### config.mk
export PLATFORM = sky130hd
export DESIGN_NAME = htps_ctrl
export DESIGN_NICKNAME = d
export VERILOG_FILES = /design/src/rtl/htps_pkg.sv /design/src/rtl/htps_ctrl.sv
export SDC_FILE = /design/constraint.sdc
export NUM_CORES = 1
export LEC_CHECK = 0
export ABC_AREA = 1
export BUFFER_PORTS_ARGS = -buffer_cell sky130_fd_sc_hd__buf_4
export CORE_MARGIN = 4
export CORE_UTILIZATION = 40
export DETAILED_ROUTE_END_ITERATION = 12
export HOLD_SLACK_MARGIN = 0.02
export PLACE_DENSITY = 0.7
export SETUP_SLACK_MARGIN = 0.1
export SLEW_MARGIN = 20
export SYNTH_ARGS = -nofsm -noshare
export SYNTH_HDL_FRONTEND = slang
export SYNTH_SLANG_ARGS = --single-unit
### constraint.sdc
create_clock -name clk -period 3.9 [get_ports clk]
set_clock_uncertainty 0.1 [all_clocks]
set_input_delay 0.78 -clock clk [delete_from_list [all_inputs] [get_ports clk]]
set_output_delay 0.78 -clock clk [all_outputs]
set_load 0.03 [all_outputs]
### src/rtl/htps_pkg.sv
// ----------------------------------------------------------------------------
// htps_pkg
// Shared types, constants and table functions for the hartley power block.
// ----------------------------------------------------------------------------
package htps_pkg;

  localparam int unsigned POINTS_DEF = 64;
  localparam int unsigned ADDR_MAX_W = 6;   // addresses for up to 64 points

  localparam logic signed [15:0] SQRT2_Q14 = 16'sd23170;
  localparam logic [42:0] POWER_MAX = 43'h7FF_FFFF_FFFF;
  localparam logic signed [23:0] COEF_MAX = 24'sh7FFFFF;
  localparam logic signed [23:0] COEF_MIN = -24'sh800000;

  // cos(2*pi*t/64) in q2.14, first quadrant
  localparam logic signed [15:0] QCOS [0:16] = '{
    16'sd16384, 16'sd16305, 16'sd16069, 16'sd15679, 16'sd15137, 16'sd14449,
    16'sd13623, 16'sd12665, 16'sd11585, 16'sd10394, 16'sd9102, 16'sd7723,
    16'sd6270, 16'sd4756, 16'sd3196, 16'sd1606, 16'sd0
  };

  typedef enum logic [1:0] {
    WR_SAMPLE,
    WR_KERNEL,
    WR_SUM,
    WR_DIFF
  } wr_src_t;

  typedef enum logic [4:0] {
    ST_LOAD,
    ST_KRD,
    ST_KCAP,
    ST_KMUL,
    ST_KWR,
    ST_BR0,
    ST_BR1,
    ST_BR2,
    ST_BR3,
    ST_BR4,
    ST_BR5,
    ST_SRD,
    ST_SSQ,
    ST_SOUT,
    ST_TRD,
    ST_TOUT
  } state_t;

  typedef struct packed {
    logic                  wr_en;
    logic                  wr_bank;
    logic [ADDR_MAX_W-1:0] wr_addr;
    wr_src_t               wr_src;
    logic [2:0]            kslot;
    logic                  rd_en;
    logic                  rd_bank;
    logic [ADDR_MAX_W-1:0] rd_addr_a;
    logic [ADDR_MAX_W-1:0] rd_addr_b;
    logic                  kcap;
    logic [1:0]            kcap_q;
    logic                  kmul;
    logic                  cap_eo;
    logic                  cap_prod;
    logic [5:0]            tw;
    logic                  cap_a;
    logic                  cap_sq;
    logic                  push;
    logic                  push_spec;
    logic                  bin_zero;
    logic [5:0]            push_index;
    logic                  push_last;
  } cmd_t;

  typedef struct packed {
    logic out_free;
  } status_t;

  function automatic logic signed [15:0] cos64(input logic [5:0] t);
    logic signed [15:0] r;
    if (t <= 6'd16) begin
      r = QCOS[t[4:0]];
    end else if (t <= 6'd32) begin
      r = -QCOS[5'(7'd32 - 7'(t))];
    end else if (t <= 6'd48) begin
      r = -QCOS[5'(t - 6'd32)];
    end else begin
      r = QCOS[5'(7'd64 - 7'(t))];
    end
    return r;
  endfunction

  // place of sample j after the even/odd splits down to 8-point blocks
  function automatic logic [5:0] frame_pos(input logic [5:0] j, input int unsigned lg);
    logic [5:0] p;
    logic [5:0] m;
    int unsigned w;
    p = j;
    for (int lv = 0; lv < 3; lv++) begin
      w = lg - lv;
      if (w > 3) begin
        m = 6'((7'd1 << w) - 7'd1);
        p = (p & ~m) | ((p & m) >> 1) | (6'(p[0]) << (w - 1));
      end
    end
    return p;
  endfunction

  function automatic logic signed [23:0] sat24(input logic signed [27:0] v);
    logic signed [23:0] r;
    if (v > 28'(COEF_MAX)) begin
      r = COEF_MAX;
    end else if (v < 28'(COEF_MIN)) begin
      r = COEF_MIN;
    end else begin
      r = 24'(v);
    end
    return r;
  endfunction

endpackage

### src/rtl/htps_ctrl.sv
// ----------------------------------------------------------------------------
// htps_ctrl
// Frame sequencer: load, kernel pass, combine passes and result emission.
// ----------------------------------------------------------------------------
module htps_ctrl import htps_pkg::*; #(
  parameter int unsigned POINTS = POINTS_DEF
) (
  input  logic    clk,
  input  logic    rst,
  input  logic    in_valid,
  output logic    in_ready,
  input  logic    cfg_valid,
  output logic    cfg_ready,
  input  logic    spectrum_mode,
  input  status_t status,
  output cmd_t    cmd
);

  localparam int unsigned AW   = $clog2(POINTS);
  localparam logic [2:0]  LOG2 = 3'(AW);

  state_t state, state_next;

  logic          mode;
  logic          frame_mode;
  logic          src;
  logic [AW-1:0] cnt;
  logic [2:0]    sub;
  logic [AW-4:0] kblk;
  logic [AW-2:0] bfly;
  logic [2:0]    lvl;

  logic          accept;
  logic          load_last;
  logic          kblk_last;
  logic          bfly_last;
  logic          emit_last;

  logic [AW-1:0] kbase;
  logic [AW-1:0] b_ext, half, imask, sbase, bi;
  logic [AW-1:0] ev_addr, od_addr, orv_addr;
  logic [AW-1:0] mirror;

  assign cfg_ready = 1'b1;
  assign in_ready  = (state == ST_LOAD);
  assign accept    = in_valid && in_ready;
  assign load_last = (cnt == AW'(POINTS - 1));
  assign kblk_last = (kblk == '1);
  assign bfly_last = (bfly == '1);
  assign emit_last = frame_mode ? (cnt == AW'(POINTS / 2 - 1)) : (cnt == AW'(POINTS - 1));

  assign kbase    = AW'(kblk) << 3;
  assign b_ext    = AW'(bfly);
  assign half     = AW'(1) << (lvl - 3'd1);
  assign imask    = half - AW'(1);
  assign sbase    = (b_ext >> (lvl - 3'd1)) << lvl;
  assign bi       = b_ext & imask;
  assign ev_addr  = sbase | bi;
  assign od_addr  = sbase | half | bi;
  assign orv_addr = sbase | half | ((half - bi) & imask);
  assign mirror   = AW'(0) - cnt;

  always_ff @(posedge clk) begin
    if (rst) begin
      mode <= 1'b1;
    end else if (cfg_valid && cfg_ready) begin
      mode <= spectrum_mode;
    end
  end

  always_ff @(posedge clk) begin
    if (rst) begin
      state      <= ST_LOAD;
      cnt        <= '0;
      sub        <= '0;
      kblk       <= '0;
      bfly       <= '0;
      lvl        <= 3'd4;
      src        <= 1'b0;
      frame_mode <= 1'b1;
    end else begin
      state <= state_next;
      case (state)
        ST_LOAD: begin
          if (accept) begin
            cnt <= load_last ? '0 : cnt + AW'(1);
            if (load_last) begin
              frame_mode <= mode;
              kblk       <= '0;
              sub        <= '0;
              src        <= 1'b0;
            end
          end
        end
        ST_KRD: begin
          sub <= (sub == 3'd3) ? 3'd0 : sub + 3'd1;
        end
        ST_KCAP, ST_KMUL: begin
          sub <= '0;
        end
        ST_KWR: begin
          sub <= sub + 3'd1;
          if (sub == 3'd7) begin
            kblk <= kblk + 1'b1;
            if (kblk_last) begin
              src  <= ~src;
              lvl  <= 3'd4;
              bfly <= '0;
            end
          end
        end
        ST_BR5: begin
          bfly <= bfly + 1'b1;
          if (bfly_last) begin
            src <= ~src;
            lvl <= lvl + 3'd1;
            cnt <= '0;
          end
        end
        ST_SOUT, ST_TOUT: begin
          if (status.out_free) begin
            cnt <= emit_last ? '0 : cnt + AW'(1);
          end
        end
        default: begin
        end
      endcase
    end
  end

  // next state
  always_comb begin
    state_next = state;
    case (state)
      ST_LOAD: if (accept && load_last) state_next = ST_KRD;
      ST_KRD:  if (sub == 3'd3) state_next = ST_KCAP;
      ST_KCAP: state_next = ST_KMUL;
      ST_KMUL: state_next = ST_KWR;
      ST_KWR: begin
        if (sub == 3'd7) state_next = kblk_last ? ST_BR0 : ST_KRD;
      end
      ST_BR0: state_next = ST_BR1;
      ST_BR1: state_next = ST_BR2;
      ST_BR2: state_next = ST_BR3;
      ST_BR3: state_next = ST_BR4;
      ST_BR4: state_next = ST_BR5;
      ST_BR5: begin
        if (bfly_last && lvl == LOG2) begin
          state_next = frame_mode ? ST_SRD : ST_TRD;
        end else begin
          state_next = ST_BR0;
        end
      end
      ST_SRD: state_next = ST_SSQ;
      ST_SSQ: state_next = ST_SOUT;
      ST_SOUT: begin
        if (status.out_free) state_next = emit_last ? ST_LOAD : ST_SRD;
      end
      ST_TRD: state_next = ST_TOUT;
      ST_TOUT: begin
        if (status.out_free) state_next = emit_last ? ST_LOAD : ST_TRD;
      end
      default: state_next = ST_LOAD;
    endcase
  end

  // commands
  always_comb begin
    cmd            = '0;
    cmd.wr_src     = WR_SAMPLE;
    cmd.wr_bank    = ~src;
    cmd.rd_bank    = src;
    cmd.push_index = 6'(cnt);
    cmd.push_last  = emit_last;
    cmd.push_spec  = frame_mode;
    cmd.bin_zero   = (cnt == '0);
    case (state)
      ST_LOAD: begin
        cmd.wr_en   = accept;
        cmd.wr_bank = 1'b0;
        cmd.wr_addr = frame_pos(6'(cnt), AW);
      end
      ST_KRD: begin
        cmd.rd_en     = 1'b1;
        cmd.rd_addr_a = 6'(kbase | AW'({sub[1:0], 1'b0}));
        cmd.rd_addr_b = 6'(kbase | AW'({sub[1:0], 1'b1}));
        cmd.kcap      = (sub != 3'd0);
        cmd.kcap_q    = sub[1:0] - 2'd1;
      end
      ST_KCAP: begin
        cmd.kcap   = 1'b1;
        cmd.kcap_q = 2'd3;
      end
      ST_KMUL: begin
        cmd.kmul = 1'b1;
      end
      ST_KWR: begin
        cmd.wr_en   = 1'b1;
        cmd.wr_src  = WR_KERNEL;
        cmd.wr_addr = 6'(kbase | AW'(sub));
        cmd.kslot   = sub;
      end
      ST_BR0: begin
        cmd.rd_en     = 1'b1;
        cmd.rd_addr_a = 6'(ev_addr);
        cmd.rd_addr_b = 6'(od_addr);
      end
      ST_BR1: begin
        cmd.rd_en     = 1'b1;
        cmd.rd_addr_a = 6'(orv_addr);
        cmd.rd_addr_b = 6'(orv_addr);
        cmd.cap_eo    = 1'b1;
      end
      ST_BR2: begin
        cmd.cap_prod = 1'b1;
        cmd.tw       = 6'(6'(bi) << (3'd6 - lvl));
      end
      ST_BR3: begin
        cmd.cap_a = 1'b1;
      end
      ST_BR4: begin
        cmd.wr_en   = 1'b1;
        cmd.wr_src  = WR_SUM;
        cmd.wr_addr = 6'(ev_addr);
      end
      ST_BR5: begin
        cmd.wr_en   = 1'b1;
        cmd.wr_src  = WR_DIFF;
        cmd.wr_addr = 6'(od_addr);
      end
      ST_SRD, ST_TRD: begin
        cmd.rd_en     = 1'b1;
        cmd.rd_addr_a = 6'(cnt);
        cmd.rd_addr_b = 6'(mirror);
      end
      ST_SSQ: begin
        cmd.cap_sq = 1'b1;
      end
      ST_SOUT, ST_TOUT: begin
        cmd.push = status.out_free;
      end
      default: begin
      end
    endcase
  end

`ifndef SYNTHESIS
  a_bank_apart: assert property (@(posedge clk) disable iff (rst)
    (cmd.wr_en && cmd.rd_en) |-> (cmd.wr_bank != cmd.rd_bank))
    else $error("read and write hit the same bank");

  a_frame_start: assert property (@(posedge clk) disable iff (rst)
    (accept && load_last) |=> (state == ST_KRD && src == 1'b0))
    else $error("frame did not start the kernel pass");

  a_no_push_loading: assert property (@(posedge clk) disable iff (rst)
    (state == ST_LOAD) |-> !cmd.push)
    else $error("result pushed while loading");

  a_level_range: assert property (@(posedge clk) disable iff (rst)
    (state == ST_BR0 || state == ST_BR5) |-> (lvl >= 3'd4 && lvl <= LOG2))
    else $error("combine level out of range");
`endif

endmodule

* After elaboration in Yosys (flattened, before gate mapping)
Cells that the tools add are included.
** Storage, ports and cells
- Bits of input ports :: 6
- Output and inout bits :: 53
- Register bits after elaboration :: 28
** Cells by class
- Shift-type cells :: 4
- Reduce and logical (&&, ||, !) cells :: 24
- Equal/unequal tests :: 32
- Mux-type cells :: 53
- Bitwise logic cells :: 15
- $add $sub $neg :: 11
** Operators with widths (number)
- $pmux 5 s16 :: 1
- $pmux 12 s4 :: 1
- $mux 6 :: 7
- $eq 5x4->1 const B :: 8
- $mux 5 :: 7
- $mux 3 :: 10
- $or 6x3->6 :: 4
- $or 6x6->6 :: 4
- $pmux 6 s4 :: 1
- $eq 5x3->1 const B :: 4
- $pmux 3 s2 :: 3
- $pmux 6 s3 :: 1
- $ne 2x2->1 const B :: 7
- $mux 1 :: 13
- $mux 4 :: 3
- $or 6x4->6 :: 2
- $pmux 3 s4 :: 1
- $reduce_and 4->1 :: 3
- $shl 6x3->6 :: 2
- $eq 5x2->1 const B :: 2
- $pmux 5 s2 :: 1
- $add 3x1->3 const B :: 3
- $eq 3x3->1 const B :: 3
- $reduce_and 3->1 :: 3
- 36 further kinds :: 45

* Logic depth before layout (Yosys ltp)
Gate-level depths: netlist of the first run.
- Word-level depth :: 8
- Gate-level depth with buffers :: 22

* Worst setup path before layout of the first run
No wires, ideal clock.
- Path type :: register to output
- Start :: register lvl[0]
- End :: output port cmd[13] in the netlist's numbering
- Cell stages (with the launch flop) :: 15
- Data arrival time :: 2.925 ns
- Required time :: 3.020 ns
- Path buffers :: 2
- Path slack :: 0.095 ns
- Path through :: dfxtp_1 -> clkbuf_2 -> inv_1 -> buf_2 -> ha_1 -> inv_1 -> nand2_4 -> nand2_4 -> nand2_1 -> ha_1 -> inv_1 -> nand2_1 -> o22ai_1 -> inv_1 -> nor4_1
** RTL lines
- start: declaration :: line htps_ctrl.sv:31 : logic [2:0] lvl;
- start signal: assignment :: line htps_ctrl.sv:116 : lvl <= lvl + 3'd1;
- end: declaration :: line htps_ctrl.sv:16 : output cmd_t cmd

==> results of run 1 <==
[repair_timing]
| item | in CTS | in global routing |
|---|---|---|
| endpoints found under the setup margin | 9 | 12 |
| cloned | 0 | 0 |
| setup buffers | 0 | 5 |
| gates resized for setup | 3 | 16 |
| pin swaps | 0 | 1 |
[flip-flops by register name, summed over array words and instances, names as in the netlist]
signal and count:
bfly 5, cnt 6, frame_mode 1, kblk 3, lvl 3, mode 1
src 1, state 4, sub 3
[layer usage]
layer	vias to the layer above	part of all wire [%]	wire length [um]	track usage, %
met5	-	0	0	0
met4	0	2.7	291	6.91
met3	27	6.6	698	1.94
met2	158	47	4970	36.7
met1	1820	44	4700	29.1
li1	1876	-	-	-
[cells in the final DEF, fill, tap and decap left out, types with 3 or more instances in the layout]
master,netlist,layout
nand2_1,137,133
buf_4,6,66
inv_1,60,58
nor2_1,53,53
nand3_1,43,43
a21oi_1,38,38
o21ai_0,31,31
dfxtp_1,27,26
ha_1,20,15
inv_2,13,14
nor3_1,9,9
o21ai_1,9,9
nand2_2,7,9
nand4_1,9,9
o211ai_1,8,8
a22oi_1,6,6
nand2_4,4,5
nor4_1,6,4
nor2_4,4,4
o22ai_1,3,3
a31oi_1,3,3
xor2_1,3,3
ha_2,0,3
clkbuf_8,0,3
[through the flow]
step                      setup slack [ns]  utilization (%)  instance area, sq um
after floorplan                      0.362                -                  3180
after global placement               0.343             47.4                  3670
after detailed placement             0.242             47.4                  3670
after CTS                            0.124             48.1                  3710
after global routing                0.0970             49.5                  3820
final                                0.291             49.5                  3820
[final cells by class]
class | count | area share [%]
flip-flops and latches | 27 | 14.2
repair buffers | 66 | 13.0
well taps | 102 | 3.34
clock buffers | 4 | 1.18
inverters | 74 | 7.40
multi-input cells | 417 | 60.9
[kinds of logic (layout without fill, tap and decap cells)]
logic type	after synthesis	after routing	share of synthesized area [%]
AO/OA/AOI/OAI	112	112	21.1
XOR/XNOR	3	3	0.827
adder cells (fa/ha/maj)	20	20	7.87
buffers and inverters	90	144	12.1
flip-flops	27	27	17.0
other	1	1	0.118
AND/OR/NAND/NOR	281	281	40.9
[critical path, cell delays in order, from the launching register on]
cell and delay [ns]:
dfxtp_4 0.39, inv_4 0.07, ha_1 0.41, inv_1 0.34
nand3_1 0.14, nand3_1 0.12, nand2_1 0.12, nand4_1 0.15
nand3_1 0.14, a22oi_1 0.22, nand2_1 0.14, buf_4 0.19
[report_power, final]
| group | internal, mW | switching, mW |
|---|---|---|
| logic | 0.366 | 0.799 |
| registers | 0.314 | 0.0525 |
| clock network | 0.0733 | 0.0891 |
[final timing paths]
path	from	end	slack [ns]	depth (start not counted)
setup reg to reg	state[0]$_SDFFE_PP0P_	state[1]$_SDFFE_PP0P_	1.65	9
hold reg to reg	mode$_SDFFE_PP1P_	mode$_SDFFE_PP1P_	0.38	2
setup / recovery	lvl[1]$_SDFFE_PP0P_	cmd[24]	0.29	11
hold / removal	mode$_SDFFE_PP1P_	mode$_SDFFE_PP1P_	0.38	2
==> out/results.ini, run 1 <==
[run_status]
outcome=complete, no violations

[cells_and_area]
finalNonFillerCells=690
area_delta_synth_final_pct=20.3
fillers=827
nets=615
regArea_sq_um=544
diodes=0
multi_input_area_sq_um=2330
drive_gt1_share_pct=21.1

[sta]
post-route-min-period_ns=3.61
final.period_utilization_pct=92.5
hold_ws_ns=0.379
hold_viol=0
finalSetupViolCount=0
setup_tns_ns=0
maxSlewViolCount=0
fmax_mhz=277
tightestPinTransition_ns=0.910
rsz0062_at_grt=no
relSlewSlack_pct=39.1

[placement]
dpl.hpwl_um=8490
dp.cells=681
io_buffers=57
gp_congestion=0.922

[floorplan]
die-area_sq_um=9440
fp.dieW_um=97.1
start_util_pct=41.1
coreArea_sq_um=7730
die_h_um=97.1
rows=32
pin_count=59

[pwr]
power.density_nw_per_um2=443
cellLeakagePower_nw=1.96
max-vdd-ir-drop_v=0.000467
total_power_mw=1.69

[synthesis]
ys_types=45
postSynthCellCount=534
yosysWarnings=0
ys_seq_area_share_pct=17.0
yosysMostFrequentCell=nand2_1
synth_area_sq_um=3180
synth_async_sr_flop_share_pct=0
synth.ff_latch_count=27
synth_top_area_share_pct=17.0
synth-edff-count=0
yosysTopAreaCell=dfxtp_1
synth_flop_cell=dfxtp_1
synth_area_leaders=dfxtp_1 17%, nand2_1 16%, ha_1 7.9%, inv_1 7.1%, nand3_1 6.8%
synth_commonest_cells=137 x nand2_1, 60 x inv_1, 53 x nor2_1
syn_avg_cell_area_sq_um=5.95
syn_nets=560

[drt]
vias=3881
dr.first_iter.drc_count=263
routed_wirelength_um=10700
wl_per_cell_um=15.4
vias_per_cell=5.62
antenna_left=0
drc_errors=0
firstDrtPassIters=5

[worst_hold_path]
hp-class=reg -> reg

[worst_setup_path]
path_class=reg -> out
endpoint_kind=primary output
cp_max_fo=12
worst_ep_arrival_time_ns=2.73
worstPathRequired_ns=3.02
start_kind=flop

[global_routing]
gr-usage-all-layers_pct=21.7
first_global_vias=3513
grt_max_degree=19
grt_pass1_wl_um=17200
antenna_found_initial=0
grt_remaining_overflow=0

[clock_tree]
cts_num_sinks=27
clk_pin_slew_ns=0.09
cts_tree=done
root_buffer=clkbuf_8
h-tree-depth=1
cts_buffer_depth=2
cts_buffers=3
cts_hold_buf=0
clk_latency_ns=0.27

[run]
maxCapViolCount=0

Power figures use the tool's default switching activity.
==> run 2, diff against run 1 <==
SLEW_MARGIN = default   (was 20)
clock period = 4.2 ns   (was 3.9 ns; I/O delays follow)
==> out/results.ini, run 2 (synthesized netlist as in run 1, its figures left out) <==
[run_status]
outcome=complete, no violations

[global_routing]
grt_remaining_overflow=0
grt_max_degree=19
grt_pass1_wl_um=17600
antenna_found_initial=0
gr-usage-all-layers_pct=22.1
first_global_vias=3569

[drt]
routed_wirelength_um=10700
vias_per_cell=5.49
wl_per_cell_um=15.7
antenna_left=0
dr.first_iter.drc_count=228
firstDrtPassIters=6
vias=3759
drc_errors=0

[worst_setup_path]
cp_top_family=simple AND/OR/NAND/NOR gates
cp.depth=20
worstPathRequired_ns=3.26
worst-path-buf-inv=4
r2r_start=state[0]$_SDFFE_PP0P_
worst_ep_arrival_time_ns=2.89
crit_chain=inv_2 -> ha_1 -> inv_1 -> nand2_4 -> nand2_4 -> nand2_2 -> ha_2 -> inv_1 -> nand2_2 -> nand3_1 -> o21a_1 -> nand2_1 -> nand2_1 -> nand2_1 -> nand2_1 -> nand2_1 -> nand2_1 -> nand2_1 -> nand2_1 -> buf_4
cp_slowest_cell=dfxtp_2
r2r-end=state[1]$_SDFFE_PP0P_
cp_slowest_stage_delay_ns=0.40
path_class=reg -> out
critical_path.most_common_cell=nand2_1
cp_max_fo=16
r2r_setup_slack_ns=1.94
endpoint_kind=primary output
start_kind=flop
reg2regPathDepth=9

[cells_and_area]
drive_gt1_share_pct=19.6
final_cell_mix=135 x nand2_1, 61 x buf_4, 58 x inv_1
largest_register_ffs=6
nets=610
reg_top3=cnt x6, bfly x5, state x4
regArea_sq_um=542
diodes=0
fillers=823
multi_input_area_sq_um=2280
final_common_cell=nand2_1
top_register=cnt
area_delta_synth_final_pct=17.5
finalNonFillerCells=685

[worst_hold_path]
hp-class=reg -> reg
hold_path_end=mode$_SDFFE_PP1P_
worstHoldStart=mode$_SDFFE_PP1P_
hold_depth=2

[floorplan]
fp.dieW_um=97.1
coreArea_sq_um=7730
die-area_sq_um=9440
pin_count=59
die_h_um=97.1
start_util_pct=41.1
rows=32

[placement]
dp.cells=681
io_buffers=57
gp_congestion=0.974
dpl.hpwl_um=8600

[pwr]
p_switching_mw=0.876
power_frac_comb_pct=68.2
max-vdd-ir-drop_v=0.000528
clockPowerShare_pct=10.2
cellLeakagePower_nw=1.93
p_int_mw=0.689
seqPwrFrac_pct=21.6
power.density_nw_per_um2=419
power.share.switching_pct=56.0

[clock_tree]
cts_num_sinks=27
cts_tree=done
cts_buffer_depth=2
clk_latency_ns=0.29
cts_buffers=3
h-tree-depth=1
root_buffer=clkbuf_8
clk_pin_slew_ns=0.09

[sta]
post-route-min-period_ns=3.83
relSlewSlack_pct=37.2
setup_tns_ns=0
finalSetupViolCount=0
hold_viol=0
tightestPinTransition_ns=0.939
fmax_mhz=261
final.period_utilization_pct=91.1
rsz0062_at_grt=no
maxSlewViolCount=0

[run]
maxCapViolCount=0

## run 2: changes by cell type in the layout (fill, tap and decap cells not counted), sizes merged
cell / before / now
clkinv: 0 / 1
clkbuf: 4 / 3
buf: 66 / 61
## run 2: how the worst max path moves through the flow
| stage | start | slack (ns) | end |
|---|---|---|---|
| after global placement | lvl[1]$_SDFFE_PP0P_ | 0.61 | cmd[29] |
| final | lvl[1]$_SDFFE_PP0P_ | 0.37 | cmd[29] |
| after CTS | lvl[1]$_SDFFE_PP0P_ | 0.19 | cmd[29] |
| after detailed placement | lvl[1]$_SDFFE_PP0P_ | 0.50 | cmd[29] |
| after global routing | lvl[1]$_SDFFE_PP0P_ | 0.12 | cmd[28] |
| after floorplan | lvl[0]$_SDFFE_PP0P_ | 0.34 | cmd[13] |
## run 2: power groups by stage
| stage | registers (mW) | clock network, mW | logic, mW |
|---|---|---|---|
| after floorplan | 0.345 | 0 | 0.767 |
| after global placement | 0.343 | 0 | 1.05 |
| after detailed placement | 0.343 | 0 | 1.05 |
| after CTS | 0.338 | 0.164 | 1.06 |
| after global routing | 0.344 | 0.172 | 1.16 |
| final | 0.338 | 0.159 | 1.07 |
## run 2: repair_timing
action	in CTS	in global routing
endpoints found under the setup margin	0	10
gates resized for setup	0	8
hold buffers	0	0
setup buffers	0	0
## run 2: worst min-delay path, cell delays in order, from the launching register on
cell and delay (ns):
dfxtp_1 0.32, inv_1 0.04, o21ai_0 0.07
## run 2: layer usage
layer	vias up	routed length [um]	GRT usage, %
met4	0	240	5.40
met5	-	0	0
met2	191	4990	37.0
li1	1866	-	-
met1	1683	4620	30.2
met3	19	886	2.58
## run 2: per-stage QoR
step	worst slack, ns	utilization [%]	power [mW]	cell area, sq um	hold slack, ns
floorplan	0.335	-	1.11	3180	0.336
global placement	0.611	47.4	1.39	3660	0.357
detailed placement	0.503	47.4	1.40	3660	0.356
CTS	0.187	48.0	1.56	3710	0.374
global route	0.120	48.3	1.68	3730	0.419
finish	0.375	48.3	1.56	3730	0.369
## run 2: final cells by class
type                            instances  area share, %
Sequential cell                        27           14.5
Inverter                               74           7.51
Timing Repair Buffer                   61           12.3
Multi-Input combinational cell        417           61.1
Clock buffer                            3           1.11
Tap cell                              102           3.42
Clock inverter                          1          0.134
==> run 3, diff against run 2 <==
PLACE_DENSITY = default   (was 0.7)
==> out/results.ini, run 3 (synthesized netlist as in run 1, its figures left out) <==
[worst_setup_path]
reg2regPathDepth=10
worst_ep_arrival_time_ns=2.94
start_kind=flop
path_class=reg -> out
endpoint_kind=primary output
worstPathRequired_ns=3.26
cp_max_fo=15

[cells_and_area]
reg_top3=cnt x6, bfly x5, state x4
diodes=0
final_cell_mix=136 x nand2_1, 61 x buf_4, 59 x inv_1
regArea_sq_um=544
nets=610
final_common_cell=nand2_1
largest_register_ffs=6
area_delta_synth_final_pct=17.4
top_register=cnt
multi_input_area_sq_um=2270
drive_gt1_share_pct=18.9
fillers=831

[floorplan]
die_h_um=97.1
start_util_pct=41.1
die-area_sq_um=9440
fp.dieW_um=97.1
pin_count=59
rows=32
coreArea_sq_um=7730

[sta]
final.period_utilization_pct=92.5
tightestPinTransition_ns=0.890
finalSetupViolCount=0
maxSlewViolCount=0
relSlewSlack_pct=40.4
setup_ws_ns=0.317
fmax_mhz=258
setup_tns_ns=0
hold_viol=0
rsz0062_at_grt=yes
post-route-min-period_ns=3.88

[worst_hold_path]
hp-class=reg -> reg
hold_depth=2

[global_routing]
groute.layer.met3.usage_pct=2.58
gr-usage-all-layers_pct=21.7
grt_pass1_wl_um=17100
grtUsageMet2_pct=34.6
grt.busiest_layer=met2
grt_max_degree=19
grt_use_met1_pct=31.8
antenna_found_initial=0
first_global_vias=3401
grt_remaining_overflow=0

[clock_tree]
cts_hold_buf=0
h-tree-depth=1
cts_tree=done
clk_pin_slew_ns=0.11
root_buffer=clkbuf_8
cts_buffer_depth=2
cts_buffers=3
cts_num_sinks=27
clk_latency_ns=0.29

[drt]
vias=3754
antenna_left=0
firstDrtPassIters=5
routed_wirelength_um=10500
wl_per_cell_um=15.4
drc_errors=0
vias_per_cell=5.48
dr.first_iter.drc_count=283

[placement]
dp_slack_ns=0.493
dpl.hpwl_um=8480
gp_congestion=0.946
io_buffers=57

[run]
maxCapViolCount=0

[run_status]
outcome=complete, no violations

[pwr]
max-vdd-ir-drop_v=0.000381
cellLeakagePower_nw=1.94
power.density_nw_per_um2=421

==> run 3: per-layer routing <==
layer,wire length [um],vias up
met5,0,-
met4,78,0
met3,658,8
met2,4810,148
met1,4990,1719
li1,-,1879
==> run 3: final timing paths <==
check,from,end,slack (ns)
worst max register to register,bfly[2]$_SDFFE_PP0P_,cnt[0]$_SDFFE_PP0P_,1.94
worst max-delay path,lvl[0]$_SDFFE_PP0P_,cmd[48],0.32
worst min register to register,mode$_SDFFE_PP1P_,mode$_SDFFE_PP1P_,0.40
worst min-delay path,mode$_SDFFE_PP1P_,mode$_SDFFE_PP1P_,0.40
==> run 3: final cells by class <==
cell class	count	area share, %
clock buffers	3	1.11
well taps	102	3.42
inverters	74	7.58
repair buffers	61	12.3
flip-flops and latches	27	14.6
multi-input cells	417	60.8
clock inverters	1	0.235
==> run 3: power by group <==
part	leakage (nW)	switching, mW	internal [mW]
registers	0.220	0.0493	0.291
clock network	0.0261	0.0977	0.0700
logic	1.69	0.732	0.330
==> run 3: through the flow <==
stage               cell area (sq um)  cells  hold slack [ns]  total power [mW]  util, %
finish                           3730    685            0.402              1.57     48.3
global route                     3730    685            0.411              1.69     48.3
CTS                              3710    685            0.399              1.56     48.0
detailed placement               3660    681            0.376              1.39     47.4
global placement                 3660    681            0.381              1.39     47.4
floorplan                        3180    534            0.336              1.11        -
==> run 3: worst max-delay path: stages, from the launching register on <==
cell and delay, ns:
dfxtp_1 0.35, inv_1 0.07, buf_4 0.19, ha_1 0.45, inv_1 0.33, nand2_1 0.13
nand4_1 0.10, o21ai_0 0.15, o21ai_1 0.26, nand2_1 0.11, o21ai_0 0.19, nand3_1 0.14
buf_4 0.19
==> run 3: repair_timing <==
item	4_1_cts	5_1_grt
endpoints found under the setup margin	0	9
buffers inserted	0	0
endpoints found under the hold margin	0	0
resized for setup	0	7
